File: config.mk
export PLATFORM = sky130hd
export DESIGN_NAME = cire_front
export DESIGN_NICKNAME = d
export VERILOG_FILES = /design/src/hdl/cire_pkg.sv /design/src/hdl/cire_front.sv
export SDC_FILE = /design/constraint.sdc
export NUM_CORES = 1
export LEC_CHECK = 0
export BUFFER_PORTS_ARGS = -buffer_cell sky130_fd_sc_hd__buf_4
export CORE_MARGIN = 2
export CORE_UTILIZATION = 28
export CTS_CLUSTER_DIAMETER = 150
export DETAILED_ROUTE_END_ITERATION = 10
export SLEW_MARGIN = 40
export SYNTH_ARGS = -nofsm -noshare
export SYNTH_HDL_FRONTEND = slang
export SYNTH_SLANG_ARGS = --single-unit
File: constraint.sdc
create_clock -name i_clk -period 11.6 [get_ports i_clk]
set_input_delay 1.74 -clock i_clk [delete_from_list [all_inputs] [get_ports i_clk]]
set_output_delay 1.74 -clock i_clk [all_outputs]
set_load 0.1 [all_outputs]
File: src/hdl/cire_pkg.sv
// shared types, constants and helpers for the canopy interception block
// no dependencies
package cire_pkg;

    localparam int LAYERS  = 2;
    localparam int QDEPTH  = 2;
    localparam int QPTR_W  = $clog2(QDEPTH);

    localparam logic [15:0] FULL_COVER = 16'd32768;
    localparam logic [15:0] HEIGHT_MIN = 16'd36;
    localparam logic [10:0] LEAF_GAIN  = 11'd1580;
    localparam logic [26:0] LEAF_OFS   = 27'd2404352;
    // 1600000 = 2^9 * 3125 and 8388608000 = 2^26 * 125
    localparam logic [11:0] LEAF_ODD     = 12'd3125;
    localparam logic [28:0] LEAF_RECIP   = 29'd351843721;  // ceil(2^40 / 3125)
    localparam logic [11:0] DIRECT_ODD   = 12'd125;
    localparam logic [28:0] DIRECT_RECIP = 29'd8589935;    // ceil(2^30 / 125)
    localparam logic [17:0] LOG_K      = 18'd166507;
    localparam logic [24:0] LOG_C      = 25'h1EFA148; // -1072824
    localparam logic [16:0] DT_RESET   = 17'd3600;

    localparam logic [2:0] REG_CAP_U  = 3'd0;
    localparam logic [2:0] REG_CAP_L  = 3'd1;
    localparam logic [2:0] REG_FRAC_U = 3'd2;
    localparam logic [2:0] REG_FRAC_L = 3'd3;
    localparam logic [2:0] REG_HGT_U  = 3'd4;
    localparam logic [2:0] REG_HGT_L  = 3'd5;
    localparam logic [2:0] REG_UNDER  = 3'd6;
    localparam logic [2:0] REG_DT     = 3'd7;

    typedef struct packed {
        logic [23:0] cap_u;
        logic [23:0] cap_l;
        logic [15:0] frac_u;
        logic [15:0] frac_l;
        logic [15:0] hgt_u;
        logic [15:0] hgt_l;
        logic        under;
        logic [16:0] dt;
    } t_cfg;

    typedef struct packed {
        logic [23:0] p0;
        logic [25:0] p;
        logic [23:0] st_u;
        logic [23:0] st_l;
    } t_job;

    function automatic logic [15:0] clamp_frac(input logic [15:0] f);
        clamp_frac = (f > FULL_COVER) ? FULL_COVER : f;
    endfunction

endpackage

File: src/hdl/cire_front.sv
// front end: takes a transaction and runs the layer interception, one layer at a time
// depends on cire_pkg
module cire_front (
    input  logic            i_clk,
    input  logic            i_rst_n,
    input  cire_pkg::t_cfg  i_cfg,
    input  logic            i_push,
    input  logic [23:0]     i_precip_depth,
    input  logic [1:0]      i_active_layers,
    output logic            o_busy,
    input  logic            i_q_full,
    output logic            o_job_push,
    output cire_pkg::t_job  o_job
);
    import cire_pkg::*;

    typedef enum logic [3:0] {
        F_IDLE = 4'b0001,
        F_MUL  = 4'b0010,
        F_UPD  = 4'b0100,
        F_PUSH = 4'b1000
    } t_fstate;

    t_fstate             r_state;
    logic [23:0]         r_p0;
    logic [25:0]         r_p;
    logic [25:0]         r_pf;
    logic                r_layer;
    logic [1:0]          r_nact;
    logic [23:0]         r_store_u;
    logic [23:0]         r_store_l;

    logic [15:0]         cur_frac;
    logic [23:0]         cur_cap;
    logic [23:0]         cur_store;
    logic [41:0]         mul;
    logic signed [26:0]  avail;
    logic signed [26:0]  pf_s;
    logic signed [26:0]  take;
    logic [25:0]         n_p;
    logic [23:0]         n_store;
    logic                layer_go;

    always_comb begin
        cur_frac  = r_layer ? clamp_frac(i_cfg.frac_l) : clamp_frac(i_cfg.frac_u);
        cur_cap   = r_layer ? i_cfg.cap_l : i_cfg.cap_u;
        cur_store = r_layer ? r_store_l : r_store_u;
        mul       = r_p * cur_frac;
        avail     = $signed({3'b000, cur_cap}) - $signed({3'b000, cur_store});
        pf_s      = $signed({1'b0, r_pf});
        take      = (avail > pf_s) ? pf_s : avail;
        n_p       = r_p - take[25:0];
        n_store   = cur_store + take[23:0];
        layer_go  = ({1'b0, r_layer} < r_nact);
    end

    always_ff @(posedge i_clk) begin
        if (!i_rst_n) begin
            r_state   <= F_IDLE;
            r_store_u <= '0;
            r_store_l <= '0;
        end else begin
            unique case (r_state)
                F_IDLE: begin
                    if (i_push) begin
                        r_p0    <= i_precip_depth;
                        r_p     <= {2'b00, i_precip_depth};
                        r_nact  <= (i_active_layers > 2'd2) ? 2'd2 : i_active_layers;
                        r_layer <= 1'b0;
                        r_state <= F_MUL;
                    end
                end
                F_MUL: begin
                    if (layer_go) begin
                        r_pf    <= mul[40:15];
                        r_state <= F_UPD;
                    end else begin
                        r_state <= F_PUSH;
                    end
                end
                F_UPD: begin
                    r_p <= n_p;
                    if (r_layer) begin
                        r_store_l <= n_store;
                        r_state   <= F_PUSH;
                    end else begin
                        r_store_u <= n_store;
                        r_layer   <= 1'b1;
                        r_state   <= F_MUL;
                    end
                end
                F_PUSH: begin
                    if (!i_q_full) begin
                        r_state <= F_IDLE;
                    end
                end
                default: r_state <= F_IDLE;
            endcase
        end
    end

    assign o_busy      = (r_state != F_IDLE);
    assign o_job_push  = (r_state == F_PUSH) && !i_q_full;
    assign o_job.p0    = r_p0;
    assign o_job.p     = r_p;
    assign o_job.st_u  = r_store_u;
    assign o_job.st_l  = r_store_l;

endmodule

Yosys cells after proc, flatten, opt, wreduce, memory -nomap -nowiden
Cells that the tools add are included.
Widths: inputs -> output; s select.
{"block": "totals", "register_bits": 131, "in_bits": 160, "output_inout_bits": 100, "word_cells": 49}
{"block": "classes", "addsub": 3, "mul": 1, "order_cmp": 5, "n_eq_ne": 7, "mux": 15, "n_bitwise": 1, "n_reduce_logical": 9}
{"op": "$mux 26", "count": 2}
{"op": "$pmux 26 s2", "count": 1}
{"op": "$mux 16", "count": 3}
{"op": "$mux 24", "count": 2}
{"op": "$mul 26x16->41", "count": 1}
{"op": "$gt 16x16->1 const B", "count": 2}
{"op": "$gt 25x27->1", "count": 1}
{"op": "$sub 26x26->26", "count": 1}
{"op": "$sub 24x24->25", "count": 1}
{"op": "$add 24x24->24", "count": 1}
{"op": "$mux 4", "count": 4}
{"op": "$pmux 4 s4", "count": 1}
{"op": "$reduce_and 3->1", "count": 3}
{"op": "$reduce_and 2->1", "count": 3}
{"op": "$eq 4x1->1 const B", "count": 1}
{"op": "$eq 4x2->1 const B", "count": 1}
{"op": "$eq 4x3->1 const B", "count": 1}
{"op": "$eq 4x4->1 const B", "count": 1}
{"op": "$ne 2x2->1 const B", "count": 2}
{"op": "$ne 4x1->1 const B", "count": 1}
{"op": "$gt 2x2->1 const B", "count": 1}
{"op": "$lt 1x2->1", "count": 1}
{"op": "$pmux 1 s2", "count": 1}
{"op": "$reduce_bool 2->1", "count": 1}
{"op": "4 further kinds", "count": 4}

Depth between registers and ports, before layout
{"block": "depth", "word_depth": 6, "depth_mapped": 36, "mapped_depth_nobuf": 31}

Least setup slack after synthesis
Ideal clock, no wire load.
{"block": "synth_path", "path_type": "input port to flip-flop", "from": "in i_cfg[64] in the netlist's numbering", "to": "reg r_pf[25] (data pin)", "setup_ns": 0.260, "arrival_time_ns": 8.478, "required_time_ns": 11.340, "setup_slack_ns": 2.862, "stages": 28, "path_buffers": 2, "path_cell_list": "nor4_1 > nand4_1 > a21oi_1 > clkbuf_1 > a22o_1 > clkbuf_1 > nand2_1 > fa_1 > inv_1 > fa_1 > inv_1 > fa_1 > inv_1 > fa_1 > fa_1 > inv_1 > fa_1 > inv_1 > ha_1 > nand4_1 > a211oi_1 > a211oi_1 > nor3b_1 > a31oi_1 > o41a_1 > o21ai_0 > a31oi_1 > xnor2_1"}
{"block": "synth_via", "elab_chain_cells": 4}
{"element": "from (decl)", "line": "cire_front.sv:6", "text": "input cire_pkg::t_cfg i_cfg,"}
{"element": "$gt 16x16->1", "line": "cire_pkg.sv:50", "text": "clamp_frac = (f > FULL_COVER) ? FULL_COVER : f;"}
{"element": "$mux 16 (*)", "line": "cire_pkg.sv:50"}
{"element": "$mux 16 (*)", "line": "cire_front.sv:45", "text": "cur_frac = r_layer ? clamp_frac(i_cfg.frac_l) : clamp_frac(i_cfg.frac_u);"}
{"element": "$mul 26x16->41 (*)", "line": "cire_front.sv:48", "text": "mul = r_p * cur_frac;"}
{"element": "named net mul[40]", "line": "cire_front.sv:36", "text": "logic [41:0] mul;"}
{"element": "to (signal assigned)", "line": "cire_front.sv:75", "text": "r_pf <= mul[40:15];"}
{"element": "to (decl)", "line": "cire_front.sv:27", "text": "logic [25:0] r_pf;"}
Mark *: on every way through the listed nets, which the timed path passes. The rest lies on a longest branch.
A chain may end at the register's enable or synchronous reset.

Worst setup path after layout
{"block": "layout_path", "from": "in i_cfg[60] in the netlist's numbering", "to": "reg r_pf[20] (data pin)"}
Same word-level chain as after synthesis.

==> impl_metrics.tcl <==
set metrics [dict create \
    run_status "complete, no violations" \
    power_leakage_nw 12.31 \
    worst_setup_path_start_kind "input port" \
    required_ns 11.78 \
    tritoncts "built" \
    slew_violations 0 \
    postCtsHoldBufs 0 \
    die_area_um2 82230 \
    clkLatencyLatePin_ns 0.45 \
    critPathMaxFanout 11 \
    start_util 0.2829 \
    post-route-min-period_ns 10.10 \
    clock_sinks 131 \
    max_freq_mhz 99.01 \
    use_met1 0.2096 \
    yosys-top-cells-area "fa_1 (30%), ha_1 (12%), edfxtp_1 (11%)" \
    numCtsBuffers 17 \
    netlist_area_um2 22390 \
    worst_slack_ns 1.500 \
    cts-root-buf "clkbuf_16" \
    fin_setup_tns_ns 0 \
    busiest_layer "met2" \
    synth_common_cells "inv_1 (466), nand2_1 (379), fa_1 (335)" \
    io_buffers 209 \
    dpl_cell_area_um2 25270 \
    end_kind "flop" \
    synth_cell_type_count 74 \
    grt.total_usage 0.1562 \
    cpMostUsedCell "fa_1" \
    synth_most_common_cell "inv_1" \
    p_sw_mw 3.756 \
    grt_max_degree 67 \
    p_total_mw 7.136 \
    cap_violations 0 \
    die_w_um 286.8 \
    finalWirelength_um 63260 \
    setup_viol 0 \
    layout-drive-gt1-share 0.1306 \
    synth-seq-cells 131 \
    grt-ovfl-total 0 \
    pwr-share-clk 0.072 \
    worst_path_dominant_cell_family "compound AO/OA/AOI/OAI gates" \
    slew_headroom 0.4473 \
    syn-mean-instance-area_um2 8.952 \
    rsz0062_at_grt "no" \
    synthFlopType "edfxtp_1" \
    first_iter_violations 1094 \
    grt_antenna_before_repair 3 \
    die_h_um 286.8 \
    grt_use_met3 0.03514 \
    fp-row-count 103 \
    fin_crit_sh 0.8707 \
    h-tree-depth 4 \
    nFillCells 8320 \
    postCtsSetupBuffers 0 \
    area_delta_synth_final_pct 15.73 \
    synth.net_count 3202 \
    cts_resized 0 \
    post-place-ws_ns 1.302 \
    sw_frac_of_total 0.5264 \
    clk_path_buf_depth 2 \
    ios 260 \
    drc 0 \
    nNetsFinal 3383 \
    p_int_mw 3.380 \
    dpl.hpwl_um 51670 \
    firstDrtPassIters 5 \
    grtUsageMet2 0.2572 \
    worst_pin_slew_ns 0.8290 \
    hold_path.class "reg2reg" \
    grt_pass1_vias 18220 \
    finClkSkew_ns 0.01738 \
    wl_per_cell_um 16.88 \
    whs_ns 0.4794 \
    cp_slowest_cell "a21oi_1" \
    core-area_um2 79130 \
    criticalPathCategory "in2reg" \
    synth_edf_count 79 \
    worstPathArrival_ns 10.28 \
    slowest_delay_ns 0.61 \
    yosys.area.top_type "fa_1" \
    fin_area_um2 25910 \
    yosys.area.top_type_share 0.2996 \
    p_seq_frac 0.116 \
    pwr-share-comb 0.812 \
    via_count 17770 \
    ys.warnings.count 0 \
    final_hold_viol_count 0 \
    critPathBufInv 6 \
    gp_congestion 0.8816 \
    clk_pin_slew_ns 0.06 \
    antenna_left 0 \
    netlist_instances 2501 \
    cellPowerDensity_nw_per_um2 275.4 \
    drt-vias-per-instance 4.740 \
    grt_pass1_wl_um 100400 \
    ys_seq_area_frac 0.1525 \
    ir_drop_v 0.0003964 \
    async_flop_share 0 \
]
==> routing by layer <==
| layer | vias to the layer above | part of all wire |
|---|---|---|
| met1 | 8907 | 0.44 |
| met2 | 436 | 0.47 |
| met3 | 42 | 0.079 |
| met4 | 0 | 0.012 |
| met5 | - | 0 |
| li1 | 8380 | - |
==> cell type report <==
class	count	area (µm²)	share of cell area
flip-flops and latches	131	3413	0.1317
clock inverters	14	118.9	0.004588
well taps	1050	1314	0.05071
inverters	467	1753	0.06766
multi-input cells	1809	16900	0.6521
diodes	3	7.507	0.0002898
clock buffers	18	429.2	0.01656
repair buffers	256	1978	0.07635
==> kinds of logic (layout without fill, tap and decap cells) <==
family          Yosys count  in the layout  share of synthesized area
buf+inv                 561            755                    0.09445
other cells               0              3                          0
mux                      76             76                    0.03644
compound gates          355            355                     0.1074
flops                   131            131                     0.1525
simple gates            749            749                     0.1595
xor+xnor                 88             88                    0.03504
fa+ha+maj               541            541                     0.4147
==> worst min-delay path, stage by stage, from the launching register on <==
cell and delay (ns):
dfxtp_1 0.32, nand2_1 0.05, a21boi_0 0.06
==> state kept, by name (all words and copies together), names as in the netlist <==
| signal | flops |
|---|---|
| r_p | 26 |
| r_store_u | 24 |
| r_p0 | 24 |
| r_nact | 2 |
| r_pf | 26 |
| r_store_l | 24 |
| r_state | 4 |
| r_layer | 1 |
==> path summary, 6_finish.rpt <==
kind                  from             to  slack, ns  depth (start not counted)
max              i_cfg[60]       r_pf[20]       1.50                         27
min          r_store_l[11]  r_store_l[11]       0.48                          2
max reg2reg        r_layer        r_p[23]       1.69                         32
min reg2reg  r_store_l[11]  r_store_l[11]       0.48                          2
==> cells in the final DEF, fill, tap and decap left out, types with 33 or more instances in the layout <==
cell / instances
nand2_1: 379
nor2_1: 61
fa_1: 335
buf_4: 243
dfxtp_1: 52
a21oi_1: 79
and2_1: 172
inv_1: 466
o21ai_0: 72
ha_1: 206
mux2_2: 44
xnor2_1: 54
edfxtp_1: 79
a21o_1: 33
xor2_1: 33
==> power by group through the flow <==
| stage | Sequential (mW) | Clock [mW] | Combinational [mW] |
|---|---|---|---|
| 2_1_floorplan | 0.979 | 0 | 4.16 |
| 3_3_place_gp | 0.858 | 0 | 5.73 |
| 3_5_place_dp | 0.848 | 0 | 5.79 |
| 4_1_cts | 0.838 | 0.528 | 5.83 |
| 5_1_grt | 0.834 | 0.549 | 6.60 |
| 6_report | 0.828 | 0.517 | 5.79 |
==> per-stage QoR <==
| stage | utilization | std cells |
|---|---|---|
| finish | 0.3274 | 3748 |
| global route | 0.3274 | 3748 |
| CTS | 0.3263 | 3738 |
| detailed placement | 0.3194 | 3706 |
| global placement | 0.3184 | 3700 |
| floorplan | - | 2501 |
(Power assumes the default switching activity.)
