File: config.mk
export PLATFORM = sky130hd
export DESIGN_NAME = cire_fifo
export DESIGN_NICKNAME = d
export VERILOG_FILES = /design/src/hdl/cire_pkg.sv /design/src/hdl/cire_fifo.sv
export SDC_FILE = /design/constraint.sdc
export NUM_CORES = 1
export LEC_CHECK = 0
export BUFFER_PORTS_ARGS = -buffer_cell sky130_fd_sc_hd__buf_2
export CAP_MARGIN = 10
export CORE_ASPECT_RATIO = 0.5
export CORE_MARGIN = 2
export CORE_UTILIZATION = 35
export CTS_CLUSTER_SIZE = 25
export DETAILED_ROUTE_END_ITERATION = 6
export PLACE_DENSITY = 0.69
export SLEW_MARGIN = 20
export SYNTH_ARGS = -nofsm -noshare
export SYNTH_HDL_FRONTEND = slang
export SYNTH_SLANG_ARGS = --single-unit
File: constraint.sdc
create_clock -name i_clk -period 9 [get_ports i_clk]
set_clock_uncertainty 0.1 [all_clocks]
set_input_delay 1.8 -clock i_clk [delete_from_list [all_inputs] [get_ports i_clk]]
set_output_delay 1.8 -clock i_clk [all_outputs]
set_load 0.005 [all_outputs]
File: src/hdl/cire_pkg.sv
// shared types, constants and helpers for the canopy interception block
// no dependencies
package cire_pkg;

    localparam int LAYERS  = 2;
    localparam int QDEPTH  = 2;
    localparam int QPTR_W  = $clog2(QDEPTH);

    localparam logic [15:0] FULL_COVER = 16'd32768;
    localparam logic [15:0] HEIGHT_MIN = 16'd36;
    localparam logic [10:0] LEAF_GAIN  = 11'd1580;
    localparam logic [26:0] LEAF_OFS   = 27'd2404352;
    // 1600000 = 2^9 * 3125 and 8388608000 = 2^26 * 125
    localparam logic [11:0] LEAF_ODD     = 12'd3125;
    localparam logic [28:0] LEAF_RECIP   = 29'd351843721;  // ceil(2^40 / 3125)
    localparam logic [11:0] DIRECT_ODD   = 12'd125;
    localparam logic [28:0] DIRECT_RECIP = 29'd8589935;    // ceil(2^30 / 125)
    localparam logic [17:0] LOG_K      = 18'd166507;
    localparam logic [24:0] LOG_C      = 25'h1EFA148; // -1072824
    localparam logic [16:0] DT_RESET   = 17'd3600;

    localparam logic [2:0] REG_CAP_U  = 3'd0;
    localparam logic [2:0] REG_CAP_L  = 3'd1;
    localparam logic [2:0] REG_FRAC_U = 3'd2;
    localparam logic [2:0] REG_FRAC_L = 3'd3;
    localparam logic [2:0] REG_HGT_U  = 3'd4;
    localparam logic [2:0] REG_HGT_L  = 3'd5;
    localparam logic [2:0] REG_UNDER  = 3'd6;
    localparam logic [2:0] REG_DT     = 3'd7;

    typedef struct packed {
        logic [23:0] cap_u;
        logic [23:0] cap_l;
        logic [15:0] frac_u;
        logic [15:0] frac_l;
        logic [15:0] hgt_u;
        logic [15:0] hgt_l;
        logic        under;
        logic [16:0] dt;
    } t_cfg;

    typedef struct packed {
        logic [23:0] p0;
        logic [25:0] p;
        logic [23:0] st_u;
        logic [23:0] st_l;
    } t_job;

    function automatic logic [15:0] clamp_frac(input logic [15:0] f);
        clamp_frac = (f > FULL_COVER) ? FULL_COVER : f;
    endfunction

endpackage

File: src/hdl/cire_fifo.sv
// short queue of interception results between front and back end
// depends on cire_pkg
module cire_fifo (
    input  logic            i_clk,
    input  logic            i_rst_n,
    input  logic            i_push,
    input  cire_pkg::t_job  i_data,
    output logic            o_full,
    input  logic            i_pop,
    output logic            o_empty,
    output cire_pkg::t_job  o_data
);
    import cire_pkg::*;

    t_job                r_mem [QDEPTH];
    logic [QPTR_W-1:0]   r_wr;
    logic [QPTR_W-1:0]   r_rd;
    logic [QPTR_W:0]     r_cnt;

    always_ff @(posedge i_clk) begin
        if (!i_rst_n) begin
            r_wr  <= '0;
            r_rd  <= '0;
            r_cnt <= '0;
        end else begin
            if (i_push) begin
                r_mem[r_wr] <= i_data;
                r_wr        <= r_wr + 1'b1;
            end
            if (i_pop) begin
                r_rd <= r_rd + 1'b1;
            end
            if (i_push && !i_pop) begin
                r_cnt <= r_cnt + 1'b1;
            end else if (i_pop && !i_push) begin
                r_cnt <= r_cnt - 1'b1;
            end
        end
    end

    assign o_full  = (r_cnt == (QPTR_W+1)'(QDEPTH));
    assign o_empty = (r_cnt == '0);
    assign o_data  = r_mem[r_rd];

    a_cnt_bound: assert property (@(posedge i_clk) disable iff (!i_rst_n)
        r_cnt <= (QPTR_W+1)'(QDEPTH))
        else $error("queue count beyond depth");
    a_no_overflow: assert property (@(posedge i_clk) disable iff (!i_rst_n)
        i_push |-> !o_full || i_pop)
        else $error("push into full queue");
    a_no_underflow: assert property (@(posedge i_clk) disable iff (!i_rst_n)
        i_pop |-> !o_empty)
        else $error("pop from empty queue");

endmodule

; ---- Word-level counts from Yosys, hierarchy flattened
; Memory sizes are Yosys's and may differ from the RTL's. A register that Yosys moved wholly into a read port is not among the register bits.
; Cells that the tools add are included.
[totals]
reg_bits = 4
latchBits = 0
ram_bits = 196
mem_bits_ro = 0
in_bits = 102
output_inout_bits = 100
word_cells = 22
memories = 1
[op_classes]
n_addsub = 4
mul = 0
div_mod_pow = 0
magnitude_cmp = 0
eq_ne = 1
n_shift = 0
muxes = 7
bitwise = 0
n_reduce_logical = 6
[memory_table]
columns = name, depth, word_bits, read_ports, rd_clocked_by_memory_dff, write_ports, line
row1 = r_mem, 2, 98, 1, 1, 1, cire_fifo.sv:15  ; t_job r_mem [QDEPTH];
[ops]
columns = operator, count
row1 = 1-bit 2-to-1 mux, 5
row2 = 2-bit 2-to-1 mux, 2
row3 = 1-bit adder (second input constant), 2
row4 = 2-bit by 1-bit adder with 2-bit output (second input constant), 1
row5 = 2-bit equality test (second input constant), 1
row6 = 1-bit logical AND, 2
row7 = 1-bit logical NOT, 2
row8 = 2-bit logical NOT, 1
row9 = 2-bit nonzero test, 1
row10 = 2-bit by 1-bit subtractor with 2-bit output (second input constant), 1

; ---- Logic depth before layout (Yosys ltp)
; Gate-level depths: netlist of the first run.
[depth]
depth_word = 4
ltp_mapped = 5
depth_no_buf = 5

; ---- Worst setup path before layout of the first run
; No wires, ideal clock.
[synth_timing]
kind = input port to flip-flop
from = in i_rst_n
to = mem r_mem[0][0] in the netlist's numbering, enable pin
setup_ps = 558
arrival_time_ps = 5972
required_ps = 8342
setup_slack_ps = 2369
cell_stages = 2
n_path_buf = 0
cell_sequence = nand2_1 -> nor2_1
[synth_via]
elab_chain_cells = 2
[synth_rtl]
columns = item, line
row1 = from (decl), cire_fifo.sv:5  ; input logic i_rst_n,
row2 = 1-bit 2-to-1 mux, cire_fifo.sv:21  ; if (!i_rst_n) begin
row3 = 1-bit 2-to-1 mux (not written as such), cire_fifo.sv:27  ; r_mem[r_wr] <= i_data;
row4 = to (decl), cire_fifo.sv:15
; Every way passes these cells.

==> results of run 1 <==
[metrics by stage]
step	setup WS [ns]	total power, uW	hold WS [ns]	util, %
after CTS	4.42	2010	0.419	44.7
after global placement	4.84	1270	0.389	42.1
final	4.50	1980	0.417	44.7
after global routing	4.33	2060	0.426	44.7
after floorplan	2.37	1200	0.366	-
after detailed placement	4.78	1280	0.404	42.1
[power breakdown]
| part | total (uW) | switching [uW] | leakage (uW) | internal (uW) |
|---|---|---|---|---|
| registers | 1090 | 18.8 | 0.00184 | 1070 |
| logic | 169 | 76.0 | 0.00131 | 92.7 |
| clock network | 718 | 329 | 0.000269 | 390 |
[final cells by class]
class,instances,area (um2)
timing repair buffer,204,1030
tap,273,342
clock buffer,23,490
antenna,2,5.00
inverter,1,3.75
fill,1798,11400
clock inverter,10,52.6
multi-input combinational,115,1310
sequential,201,5990
[kinds of logic after synthesis]
logic type / Yosys count / share of synthesized area (%)
xor+xnor: 4 / 0.476
buf+inv: 12 / 1.14
compound gates: 2 / 0.170
simple gates: 10 / 0.748
flops: 201 / 81.3
mux: 98 / 16.0
fa+ha+maj: 1 / 0.170
[path summary, 6_finish.rpt]
path | end | slack (ns) | cells after the start
setup / recovery | o_data[81] | 4.50 | 3
hold / removal | r_cnt[1]$_SDFFE_PN0P_ | 0.42 | 2
hold reg to reg | r_cnt[1]$_SDFFE_PN0P_ | 0.42 | 2
setup reg to reg | r_mem[0][30]$_DFFE_PP_ | 6.51 | 2
[metal layers]
metal  track usage, %  vias to the layer above
met5                0                        -
met4             4.44                        0
met3             3.37                       34
met2             23.6                       65
met1             13.3                     1857
li1                 -                     1724
[state kept, by name (all words and copies together) (netlist names), named ones only]
name and flops:
r_cnt 2, r_rd 1, r_mem 196, r_wr 1
[critical path, delay by kind of cell (launching register included)]
| kind | cells | cell delay, ns |
|---|---|---|
| buffers and inverters | 2 | 0.83 |
| multiplexers | 1 | 0.41 |
| flip-flops | 1 | 0.84 |
[layout by cell type (no fill, tap or decap), drive strengths merged, types with 2 or more instances in the layout]
cell type  instances
dfxtp              5
diode              2
and2               4
mux2              98
xor2               3
edfxtp           196
clkinv             9
nor2               2
clkbuf            23
inv                2
buf              204
[cells in the mapped netlist (2+ instances only)]
| master | number | area share, % |
|---|---|---|
| and2_1 | 4 | 0.34 |
| buf_6 | 4 | 0.61 |
| xor2_1 | 3 | 0.36 |
| edfxtp_1 | 196 | 80 |
| nor2_1 | 2 | 0.10 |
| mux2_4 | 20 | 4.1 |
| dfxtp_1 | 5 | 1.4 |
| mux2_2 | 78 | 12 |
| buf_2 | 7 | 0.48 |
==> summary.md, run 1 <==
| Metric | Value |
|---|---|
| Synth unique cells | `18` |
| Drt first-iter violations | `220` |
| IO Pins | `202` |
| Sequential share of the synthesized area | `81.3%` |
| Fmax | `222 MHz` |
| CP max FO | `52` |
| CTS Buffer Depth | `3` |
| Highest metal used | `met4` |
| Die Wd | `209 um` |
| WL final | `14300 um` |
| Fin crit period | `4.50 ns` |
| CTS tree | `built` |
| Placed wire-length estimate | `9470 um` |
| Initial antenna violation count | `2` |
| Met2 Routed Length | `7970 um` |
| Synth Area per Inst | `22.4 um2` |
| Worst path required time | `7.10 ns` |
| Worst-case vdd ir drop | `0.000102 V` |
| Vias in the first global route | `3801` |
| Routed Antenna Nets | `0` |
| Max Slew Vio Count | `0` |
| Relative slew slack | `36.9%` |
| Finished Layout Cells | `829` |
| Number of synthesized flops with an enable pin | `196` |
| Metal3 WL | `574 um` |
| Share of layout cells above drive strength 1 | `59.6%` |
| Post-CTS Resized | `0` |
| Final GP Congestion | `0.729` |
| Max-cap violations | `0` |
| CTS Hold Bufs | `0` |
| Layout area overhead | `25.2%` |
| Pre-antenna DRT Iters | `4` |
| Worst EP arrival | `2.60 ns` |
| Worst skew pair latency | `0.47 ns` |
| First-pass GRT wire length | `21000 um` |
| Dpl cell area | `0.00867 mm2` |
| Drt wl/cell | `17.3 um` |
| Via count | `3680` |
| Inst Count DP | `794` |
| Core area | `0.0206 mm2` |
| Setup CP Type | `reg -> out` |
| CTS Root Cell | `clkbuf_16` |
| RSZ-0062 raised after global routing | `false` |
| # DRC | `0` |
| H-Tree Depth | `1` |
| TritonCTS buffer count | `19` |
| Synth warnings | `0` |
| Site Rows | `37` |
| Gr ovfl total | `0` |
| Die area | `0.0223 mm2` |
| Final hold viol count | `0` |
| Worst slew pin tran | `0.947 ns` |
| Critical Path End Type | `output pin` |
| Setup bufs post-CTS | `0` |
| Hold_sp | `r_cnt[1]$_SDFFE_PN0P_` |
| Pwr/cell area | `214 mW/mm2` |
| Slowest CP cell | `dfxtp_4` |
| Critical-path cell list | `buf_4 > mux2_2 > buf_2` |
| Die H | `107 um` |
| Cells after Synth | `328` |
| Fin nets | `645` |
| Post-DR vias/cell | `4.44` |
| Async SR Flop Fraction | `0%` |
| Tot GR Track Use | `12.4%` |
| Met1 Wirelength | `5350 um` |
| Reg2Reg Launch Point | `r_wr$_SDFFE_PN0P_` |
| Net Count, Synth | `431` |
| Setup TNS | `0 ns` |
| Synthesized area | `0.00736 mm2` |
| Post-route cell area | `0.00922 mm2` |
| Worst-path clk slew | `0.06 ns` |
| Startpoint Class | `register` |
| Clk sinks | `201` |
| Ys flop type | `edfxtp_1` |
| Starting Density | `35.7%` |
| HP Class | `reg -> reg` |
| Tcrit/Tclk final | `50.0%` |
| Status | `finished, final reports clean` |
| Largest net degree at the start of global routing | `70` |
| Endpoints failing setup | `0` |
| CP peak stage delay | `0.84 ns` |
| Pleak | `0.00342 uW` |
| Input/output buffers | `201` |
| Synthesis-stage register bit count | `201` |
No activity file was read; power rests on OpenSTA's default activity.
==> run 2: changes to the inputs <==
Clock period 9 ns to 4.4 ns, I/O delays scaled along.
==> summary.md, run 2 (synthesized netlist as in run 1, its figures left out) <==
| Metric | Value |
|---|---|
| Starting Density | `35.7%` |
| Core Util, Final | `45.2%` |
| Critical Path End Type | `output pin` |
| RSZ-0062 raised after global routing | `false` |
| Drt wl/cell | `17.9 um` |
| Layout area overhead | `26.6%` |
| CTS Buffer Depth | `3` |
| Via count | `3719` |
| Pre-antenna DRT Iters | `6` |
| Core area | `0.0206 mm2` |
| Pwr/cell area | `449 mW/mm2` |
| Grt met2 use | `24.3%` |
| Biggest register | `r_mem` |
| IO Pins | `202` |
| # DRC | `0` |
| CTS Hold Bufs | `0` |
| Setup TNS | `0 ns` |
| Relative slew slack | `47.7%` |
| Pwr Total | `4180 uW` |
| Endpoints failing setup | `0` |
| Worst-path clk slew | `0.06 ns` |
| Largest net degree at the start of global routing | `61` |
| Fmax | `315 MHz` |
| CP max FO | `60` |
| Met3 Use GR | `2.63%` |
| Worst skew pair latency | `0.48 ns` |
| Gr ovfl total | `0` |
| HP Class | `reg -> reg` |
| Final GP Congestion | `0.762` |
| Setup bufs post-CTS | `0` |
| Status | `finished, final reports clean` |
| Die Wd | `209 um` |
| Multi-input logic area | `0.00131 mm2` |
| Pleak | `0.00346 uW` |
| Vias in the first global route | `3840` |
| Tcrit/Tclk final | `72.1%` |
| CTS tree | `built` |
| Die H | `107 um` |
| H-Tree Depth | `1` |
| Most frequent cells in the layout | `buf_2, edfxtp_1, mux2_2` |
| Met1 Use GR | `14.5%` |
| Drt first-iter violations | `285` |
| Max-cap violations | `0` |
| Finished Layout Cells | `834` |
| TritonCTS buffer count | `20` |
| Site Rows | `37` |
| Worst path required time | `3.42 ns` |
| WL final | `14900 um` |
| Die area | `0.0223 mm2` |
| Clk sinks | `201` |
| Input/output buffers | `201` |
| Placed wire-length estimate | `10100 um` |
| Worst slew pin tran | `0.785 ns` |
| Worst-case vdd ir drop | `0.000241 V` |
| Fin crit period | `3.17 ns` |
| Final hold viol count | `0` |
| Share of layout cells above drive strength 1 | `59.2%` |
| Routed Antenna Nets | `0` |
| Gr busiest metal | `met2` |
| Tot GR Track Use | `12.8%` |
| Largest regs | `r_mem: 196 flops, r_cnt: 2 flops` |
| First-pass GRT wire length | `21700 um` |
| Startpoint Class | `register` |
| CTS Root Cell | `clkbuf_16` |
| Commonest non-fill, non-tap cell in the layout | `buf_2` |
| Initial antenna violation count | `4` |
| Setup CP Type | `reg -> out` |
| Max Slew Vio Count | `0` |
| Post-DR vias/cell | `4.46` |
| Post-CTS Resized | `0` |
| Fin nets | `647` |
| Fill cells | `1766` |
| Inst Count DP | `795` |
| Sequential Area | `0.00599 mm2` |
| Max reg flops | `196` |
| Worst EP arrival | `2.19 ns` |
[run 2: cell count changes in the layout (fill, tap and decap cells not counted), sizes merged]
cell	before	now
buf	204	205
bufinv	0	1
clkbuf	23	29
clkinv	9	4
clkinvlp	0	1
diode	2	4
inv	2	1
[run 2: final timing paths]
kind	start	to	slack, ns	depth (start not counted)
min reg2reg	r_cnt[1]$_SDFFE_PN0P_	r_cnt[1]$_SDFFE_PN0P_	0.42	2
max reg2reg	r_wr$_SDFFE_PN0P_	r_mem[1][87]$_DFFE_PP_	2.47	2
max	register	o_data[57]	1.23	3
min	r_cnt[1]$_SDFFE_PN0P_	r_cnt[1]$_SDFFE_PN0P_	0.42	2
[run 2: worst max-delay path, cell delays in order (launching register included)]
cell     delay, ns
dfxtp_4       0.73
buf_12        0.37
mux2_2        0.39
buf_2         0.13
[run 2: area by class of cell]
cell class,count,share of cell area [%]
flip-flops and latches,201,64.3
multi-input cells,115,14.0
repair buffers,205,11.4
clock buffers,29,5.96
well taps,273,3.66
clock inverters,6,0.577
diodes,4,0.107
inverters,1,0.0403
[run 2: power by group]
group,internal [uW],switching (uW),total (uW)
registers,2190,36.3,2220
logic,193,161,354
clock network,934,672,1610
[run 2: routing by layer]
metal  wire length [um]  up-vias
met1               5690     1882
met4                414        0
li1                   -     1740
met3                513       27
met2               8320       70
met5                  0        -
[run 2: per-stage QoR]
| stage | cell area, um2 | hold slack (ns) | setup WS, ns |
|---|---|---|---|
| global route | 9320 | 0.462 | 1.12 |
| global placement | 8700 | 0.381 | 1.71 |
| floorplan | 7370 | 0.366 | 0.396 |
| detailed placement | 8700 | 0.415 | 1.71 |
| CTS | 9310 | 0.425 | 1.18 |
| finish | 9320 | 0.424 | 1.23 |
==> run 3: changes to the inputs <==
Settings changed: ABC_AREA set to 1.
Clock period 4.4 ns to 2.95 ns, I/O delays scaled along.
==> summary.md, run 3 <==
| Metric | Value |
|---|---|
| Status | `finished, final reports clean` |
| H-Tree Depth | `1` |
| Final GP Congestion | `0.717` |
| Slowest CP cell | `mux2_2` |
| Cell taking the most area after synthesis | `edfxtp_1` |
| Setup bufs post-CTS | `0` |
| CTS Root Cell | `clkbuf_16` |
| Hold Path Stages | `1` |
| Net Count, Synth | `442` |
| Count leader, synth | `edfxtp_1` |
| First-pass GRT wire length | `21400 um` |
| CTS tree | `built` |
| Biggest register | `r_mem` |
| Worst slew pin tran | `0.670 ns` |
| Top cell type's share of synthesized area | `79.8%` |
| Die area | `0.0223 mm2` |
| Die Wd | `209 um` |
| TritonCTS buffer count | `20` |
| Max Slew Vio Count | `0` |
| Finished Layout Cells | `844` |
| Synth Area in Compound Gates | `0.204%` |
| Synth Area per Inst | `21.8 um2` |
| Worst-path clk slew | `0.06 ns` |
| Initial antenna violation count | `2` |
| Die H | `107 um` |
| Adder-cell share of the synthesized area | `0.170%` |
| Cells after Synth | `339` |
| Worst EP arrival | `1.71 ns` |
| Met1 Use GR | `13.7%` |
| Met3 Use GR | `3.22%` |
| Post-route cell area | `0.00938 mm2` |
| Synthesized area | `0.00738 mm2` |
| Dpl cell area | `0.00877 mm2` |
| Share of layout cells above drive strength 1 | `58.3%` |
| Mux share of post-synthesis cell area | `16.0%` |
| Drt wl/cell | `17.2 um` |
| Fin nets | `660` |
| HP Class | `in -> reg` |
| Placed wire-length estimate | `9590 um` |
| Largest net degree at the start of global routing | `51` |
| Endpoints failing setup | `0` |
| Starting Density | `35.8%` |
| Drt first-iter violations | `180` |
| Core area | `0.0206 mm2` |
| Number of synthesized flops with an enable pin | `196` |
| Ys flop type | `edfxtp_1` |
| Post-DR vias/cell | `4.48` |
| Largest family of logic cells by synthesized area | `multiplexers` |
| Gr ovfl total | `0` |
| # DRC | `0` |
| Synthesis-stage register bit count | `201` |
| Pwr Total | `6180 uW` |
| Routed Antenna Nets | `0` |
| Setup CP Type | `reg -> out` |
| Worst path required time | `2.26 ns` |
| Multi-input logic area | `0.00129 mm2` |
| CP max FO | `50` |
| Grt met2 use | `24.2%` |
| RSZ-0062 raised after global routing | `false` |
| Synth unique cells | `16` |
| Relative slew slack | `55.3%` |
| Worst R2R Path Depth | `4` |
| Layout area overhead | `27.2%` |
| Worst-case vdd ir drop | `0.000303 V` |
| Startpoint Class | `register` |
| Most frequent cells in the layout | `buf_2, edfxtp_1, mux2_2` |
| Async SR Flop Fraction | `0%` |
| Max reg flops | `196` |
| Vias in the first global route | `3958` |
| Final hold viol count | `0` |
| Post-Synth Simple-Gate Area | `0.831%` |
| Tcrit/Tclk final | `81.3%` |
| IO Pins | `202` |
| Clk sinks | `201` |
| Top cells by area, synth | `edfxtp_1, mux2_2, mux2_4` |
| Via count | `3778` |
| Synth top cells by count | `edfxtp_1, mux2_2, mux2_4, inv_1, buf_2` |
| CP peak stage delay | `0.39 ns` |
| Pleak | `0.00350 uW` |
| Synth warnings | `0` |
| Site Rows | `37` |
| Commonest non-fill, non-tap cell in the layout | `buf_2` |
| Sequential Area | `0.00599 mm2` |
| Worst skew pair latency | `0.48 ns` |
| Fmax | `417 MHz` |
| Largest regs | `r_mem: 196 flops, r_cnt: 2 flops` |
| WL final | `14500 um` |
| Fin crit period | `2.40 ns` |
| Inst Count DP | `808` |
| CTS Hold Bufs | `0` |
| Input/output buffers | `201` |
| Post-CTS Resized | `0` |
| XOR/XNOR Fraction of Synth Area | `0.119%` |
| Pwr/cell area | `658 mW/mm2` |
| Gr busiest metal | `met2` |
| Critical-path cell list | `buf_12 > mux2_2 > buf_2` |
| Pre-antenna DRT Iters | `4` |
| Fill cells | `1780` |
| Sequential share of the synthesized area | `81.2%` |
| CTS Buffer Depth | `3` |
| Tot GR Track Use | `12.6%` |
| Max-cap violations | `0` |
| Critical Path End Type | `output pin` |
run 3: changes by cell type in the layout (fill, tap and decap cells not counted), moves of 2 or more:
cell	before	now
inv_1	1	9
clkbuf_1	8	4
nand2_1	1	6
buf_12	2	5
diode_2	4	2
a21oi_1	0	2
and2_1	4	0
nor2_1	1	5
xor2_1	3	0
clkinv_1	3	6
run 3: critical path, delay by kind of cell, from the launching register on:
kind	cells	cell delay [ns]
buf+inv	2	0.39
mux	1	0.39
flops	1	0.37
run 3: power breakdown:
group | internal, uW | switching, uW
Sequential | 3240 | 24.5
Clock | 1380 | 991
Combinational | 285 | 257
Total | 4910 | 1270
run 3: worst paths after layout:
kind,startpoint,to,slack (ns)
setup / recovery,register,o_data[93],0.55
setup reg to reg,r_wr$_SDFFE_PN0P_,r_mem[0][69]$_DFFE_PP_,1.23
hold / removal,i_data[30],r_mem[1][30]$_DFFE_PP_,0.18
hold reg to reg,r_wr$_SDFFE_PN0P_,r_wr$_SDFFE_PN0P_,0.38
run 3: routing by layer:
metal	part of all wire, %	vias up	wire length, um
li1	-	1775	-
met1	38	1901	5550
met2	55	71	8000
met3	3.8	31	549
met4	2.7	0	388
met5	0	-	0
run 3: area by class of cell:
type                    instances  share of cell area [%]
flip-flops and latches        201                    63.8
multi-input cells             118                    13.8
repair buffers                207                    11.9
clock buffers                  25                    5.76
well taps                     273                    3.64
clock inverters                 9                   0.693
inverters                       9                   0.360
diodes                          2                  0.0533
run 3: cells by family (layout without fill, tap and decap cells):
| group | Yosys count | in the layout |
|---|---|---|
| XOR/XNOR | 1 | 1 |
| multiplexers | 98 | 98 |
| buffers and inverters | 20 | 250 |
| flip-flops | 201 | 201 |
| other | 0 | 2 |
| adder cells (fa/ha/maj) | 1 | 1 |
| AO/OA/AOI/OAI | 3 | 3 |
| AND/OR/NAND/NOR | 15 | 15 |
run 3: metrics by stage:
stage | setup WS (ns) | utilization (%) | hold WS, ns | setup TNS (ns)
detailed placement | 0.872 | 42.6 | 0.367 | 0
CTS | 0.508 | 45.5 | 0.156 | 0
finish | 0.550 | 45.6 | 0.182 | 0
floorplan | -0.610 | - | 0.344 | -59.74
global placement | 0.908 | 42.6 | 0.350 | 0
global route | 0.464 | 45.5 | 0.157 | 0
